`config.mk`:
```
export PLATFORM = sky130hd
export DESIGN_NAME = takf_div
export DESIGN_NICKNAME = d
export VERILOG_FILES = /design/src/hdl/takf_div.sv
export SDC_FILE = /design/constraint.sdc
export NUM_CORES = 1
export LEC_CHECK = 0
export ABC_AREA = 1
export BUFFER_PORTS_ARGS = -buffer_cell sky130_fd_sc_hd__buf_4
export CORE_ASPECT_RATIO = 0.9
export CORE_MARGIN = 10
export CORE_UTILIZATION = 35
export CTS_CLUSTER_DIAMETER = 200
export DETAILED_ROUTE_END_ITERATION = 16
export SETUP_SLACK_MARGIN = 0.1
export SYNTH_ARGS = -nofsm -noshare
export SYNTH_HDL_FRONTEND = slang
export SYNTH_SLANG_ARGS = --single-unit
```
`constraint.sdc`:
```
create_clock -name clk -period 5.2 [get_ports clk]
set_input_delay 0.26 -clock clk [delete_from_list [all_inputs] [get_ports clk]]
set_output_delay 0.26 -clock clk [all_outputs]
set_load 0.05 [all_outputs]
```
`src/hdl/takf_div.sv`:
```
// radix-two restoring divider for the gain quotients, saturated to 32 bits
`timescale 1ns / 1ps
module takf_div #(
	parameter int unsigned FRAC = 24
) (
	input  logic               clk,
	input  logic               arst_n,
	input  logic               start,
	input  logic signed [31:0] num,
	input  logic signed [31:0] den,
	output logic               done,
	output logic signed [31:0] quo
);
	localparam int unsigned NW = 32 + FRAC;
	localparam int unsigned CW = $clog2(NW + 1);

	logic [NW-1:0] dvd_q;
	logic [NW-1:0] qt_q;
	logic [32:0]   rem_q;
	logic [31:0]   dsr_q;
	logic          neg_q;
	logic          zero_q;
	logic          busy_q;
	logic [CW-1:0] cnt_q;
	logic [32:0]   trial;
	logic [NW-1:0] qmag;
	logic [31:0]   lim;

	assign trial = {rem_q[31:0], dvd_q[NW-1]};

	// one quotient bit per cycle
	always_ff @(posedge clk or negedge arst_n) begin
		if (!arst_n) begin
			busy_q <= 1'b0;
			done   <= 1'b0;
			cnt_q  <= '0;
		end else begin
			done <= 1'b0;
			if (start) begin
				busy_q <= 1'b1;
				cnt_q  <= CW'(NW);
			end else if (busy_q) begin
				cnt_q <= cnt_q - CW'(1);
				if (cnt_q == CW'(1)) begin
					busy_q <= 1'b0;
					done   <= 1'b1;
				end
			end
		end
	end

	always_ff @(posedge clk) begin
		if (start) begin
			dvd_q  <= {(num[31] ? 32'(-num) : num), FRAC'(0)};
			dsr_q  <= den[31] ? 32'(-den) : den;
			neg_q  <= num[31] ^ den[31];
			zero_q <= (den == 32'sd0);
			rem_q  <= '0;
			qt_q   <= '0;
		end else if (busy_q) begin
			dvd_q <= dvd_q << 1;
			if (trial >= {1'b0, dsr_q}) begin
				rem_q <= trial - {1'b0, dsr_q};
				qt_q  <= {qt_q[NW-2:0], 1'b1};
			end else begin
				rem_q <= trial;
				qt_q  <= {qt_q[NW-2:0], 1'b0};
			end
		end
	end

	// saturate and sign the quotient; a zero divisor gives zero
	always_comb begin
		lim  = neg_q ? 32'h8000_0000 : 32'h7FFF_FFFF;
		qmag = (qt_q > NW'(lim)) ? NW'(lim) : qt_q;
		if (zero_q)
			quo = '0;
		else
			quo = neg_q ? 32'(-qmag) : qmag[31:0];
	end

endmodule

```
==> results.ini <==
[status]
status = complete, no violations

[global_route]
grtUsageMet3_pct = 3.243
gr-usage-met1_pct = 21.19
grt.met2_usage_pct = 22.90
grt_pass1_vias = 10185
grt.busiest_layer = met2
grt_max_degree = 59
grt_pass1_wl_um = 50540
grt_util_all_layers_pct = 15.01
antenna_found_initial = 0
grt-ovfl-total = 0

[yosys]
syn_area_per_cell_sq_um = 7.219
synth_nets = 1728
synthCells = 1591
ys_ff_latch = 162
synthArstFlopShare_pct = 4.938
synthDistinctLibCells = 54
syn_area_sq_um = 11480
seq_area_frac_synth_pct = 34.34
synth_ff_type = dfxtp_1
synth-edff-count = 66
yosysWarnings = 0

[floorplan]
ios = 100
coreArea_sq_um = 32120
num_rows = 62
fp.dieArea_sq_um = 40470
die_w_um = 210.9
initial_core_util_pct = 35.76
die_h_um = 191.9

[placement]
dp_hpwl_um = 22770
port_buffers = 99
placed_area_sq_um = 12560
gp_congestion = 0.8765

[finish]
num-fill-cells = 3361
drive_above_1_share_pct = 12.34
area_growth_pct = 14.49
nets = 1802
design_area_sq_um = 13150
mostFrequentLayoutCells = nand2_1 (336), inv_1 (219), nor2_1 (150)
diodes = 0
final_common_cell = nand2_1
multiInputGateArea_sq_um = 6411
register_area_sq_um = 3944

[cts]
htree_levels = 4
worstSkewPairLatency_ns = 0.43
cts.clk_slew.worst_paths_ns = 0.07
cts_resized = 0
numClockSinks = 162
clockBufferDepth = 2
cts_buffers = 17
cts_tree = yes
root_buffer = clkbuf_16

[sta]
setup_viol = 0
hold_violations = 0
fmax_mhz = 219.7
fin_tns_setup_ns = 0
tightest_slew_ns = 0.8534
maxSlewHeadroom_pct = 42.58
rsz0062_at_grt = no
min_period_ns = 4.552
drv_slew = 0
finalClockSkew_ns = 0.009602
final.period_utilization_pct = 87.54

[pwr]
leakagePower_uw = 0.006468
p_int_uw = 2818
combPwrFrac_pct = 39.5
ir_worst_vdd_mv = 0.1536
p_per_area_nw_per_um2 = 355.9
seqPwrFrac_pct = 34.2
clkPwrFrac_pct = 26.3
swShare_pct = 39.78
p_sw_uw = 1861

[critical_path]
crit_type = flip-flop to output port
crit_slowest_cell = edfxtp_1
critical_path_required_ns = 4.94
cp.arrival_ns = 4.29
crit_chain = buf_4 > ha_1 > a21oi_1 > a31oi_1 > nor3_1 > nand2_2 > nand2_4 > nand2_2 > nand2_4 > ha_1 > nand2_1 > nor2_1 > nand3_2 > nand2_4 > nand3_2 > nor2_1 > nand2_1 > nand2_1 > nor2_1 > buf_4
r2r_cells = 13
startpoint_type = flip-flop
slowest_delay_ns = 0.59
path_delay_family = simple AND/OR/NAND/NOR gates
end_kind = output port
worstPathMaxFanout = 37
r2r_end = rem_q[29]$_SDFFE_PP0P_
critPathBufInv = 2
reg2reg_slack_ns = 1.87
reg2reg_from = dsr_q[26]$_DFFE_PP_

[route]
vias = 10407
first_pass_iters = 8
vias_per_cell = 4.970
drtAntennaViolNets = 0
drt_iter0_markers = 716
wl_um = 29980
wl_per_cell_um = 14.32
drcViolationCount = 0

[worst_hold_path]
min_to = dsr_q[0]$_DFFE_PP_
min_path_type = input pin to flip-flop
hold_start = den[0]
holdPathStages = 1

[run]
cap_violations = 0

layout make-up:
class,instances,area share (%)
timing repair buffer,111,6.356
multi-input combinational,1142,48.76
clock buffer,18,3.264
clock inverter,14,1.075
sequential,162,29.99
tap,416,3.958
inverter,231,6.594
synth_stat cells (all sizes together) (3+ instances only):
library cell / number / area (sq um)
nand2: 360 / 1441
inv: 228 / 855.8
nor2: 159 / 639.4
nand3: 114 / 618.1
o21ai: 92 / 475.5
dfxtp: 88 / 1762
a21oi: 75 / 379.1
ha: 69 / 863.3
edfxtp: 66 / 1982
o22ai: 57 / 356.6
xor2: 53 / 464.2
nand4: 43 / 269.0
xnor2: 34 / 297.8
clkbuf: 33 / 123.9
buf: 23 / 145.1
nor3: 20 / 105.1
a31oi: 15 / 93.84
dfrtp: 8 / 200.2
nor4: 8 / 50.05
or2: 6 / 37.54
o21a: 5 / 37.54
a21o: 4 / 30.03
o211ai: 4 / 30.03
a221oi: 3 / 26.28
clkinv: 3 / 11.26
o31ai: 3 / 22.52
routing by layer:
layer	up-vias	part of all wire [%]	wire length [um]
li1	5435	-	-
met2	241	42	12570
met1	4708	52	15500
met4	0	0.95	285
met3	23	5.4	1625
met5	-	0	0
sequential cells by signal, summed over array words and instances (netlist names):
signal and count:
cnt_q 6, qt_q 56, rem_q 32, done 1, zero_q 1, neg_q 1, dvd_q 32, dsr_q 32
busy_q 1
cell families (layout without fill, tap and decap cells):
kind of cell	after synthesis	count (layout)	share of synthesized area [%]
compound gates	269	269	13.43
xor+xnor	87	87	6.635
fa+ha+maj	70	70	7.691
buf+inv	287	374	9.892
flops	162	162	34.34
simple gates	716	716	28.01
through the flow:
step | hold WS [ns] | setup slack, ns | total power, uW | utilization, % | cells
after floorplan | -0.03559 | 0.7536 | 3000 | - | 1591
after global placement | 0.08720 | 1.059 | 3446 | 39.11 | 2060
after detailed placement | 0.08745 | 0.9045 | 3463 | 39.11 | 2060
after CTS | 0.01831 | 0.4227 | 4713 | 40.92 | 2093
after global routing | 0.02600 | 0.2152 | 5024 | 40.94 | 2094
final | 0.03914 | 0.6481 | 4679 | 40.94 | 2094
worst max-delay path by stage:
stage	startpoint	end	slack (ns)	cells after the start
2_1_floorplan	neg_q$_DFFE_PP_	quo[4]	0.75	16
3_3_place_gp	neg_q$_DFFE_PP_	quo[24]	1.06	19
3_5_place_dp	neg_q$_DFFE_PP_	quo[24]	0.90	20
4_1_cts	neg_q$_DFFE_PP_	quo[14]	0.42	19
5_1_grt	neg_q$_DFFE_PP_	quo[24]	0.22	20
6_report	neg_q$_DFFE_PP_	quo[24]	0.65	20
power by group through the flow:
| stage | clock network, uW | logic (uW) | registers [uW] |
|---|---|---|---|
| finish | 1230 | 1850 | 1600 |
| global route | 1320 | 2080 | 1620 |
| CTS | 1270 | 1850 | 1600 |
| detailed placement | 0 | 1840 | 1630 |
| global placement | 0 | 1820 | 1620 |
| floorplan | 0 | 1410 | 1590 |
what timing repair did:
action / in CTS / in global routing
hold buffers: 1 / 0
endpoints found under the setup margin: 0 / 12
hold endpoints to repair: 8 / 0
setup buffers: 0 / 1
Note: power is estimated with default switching activity, not from simulation.
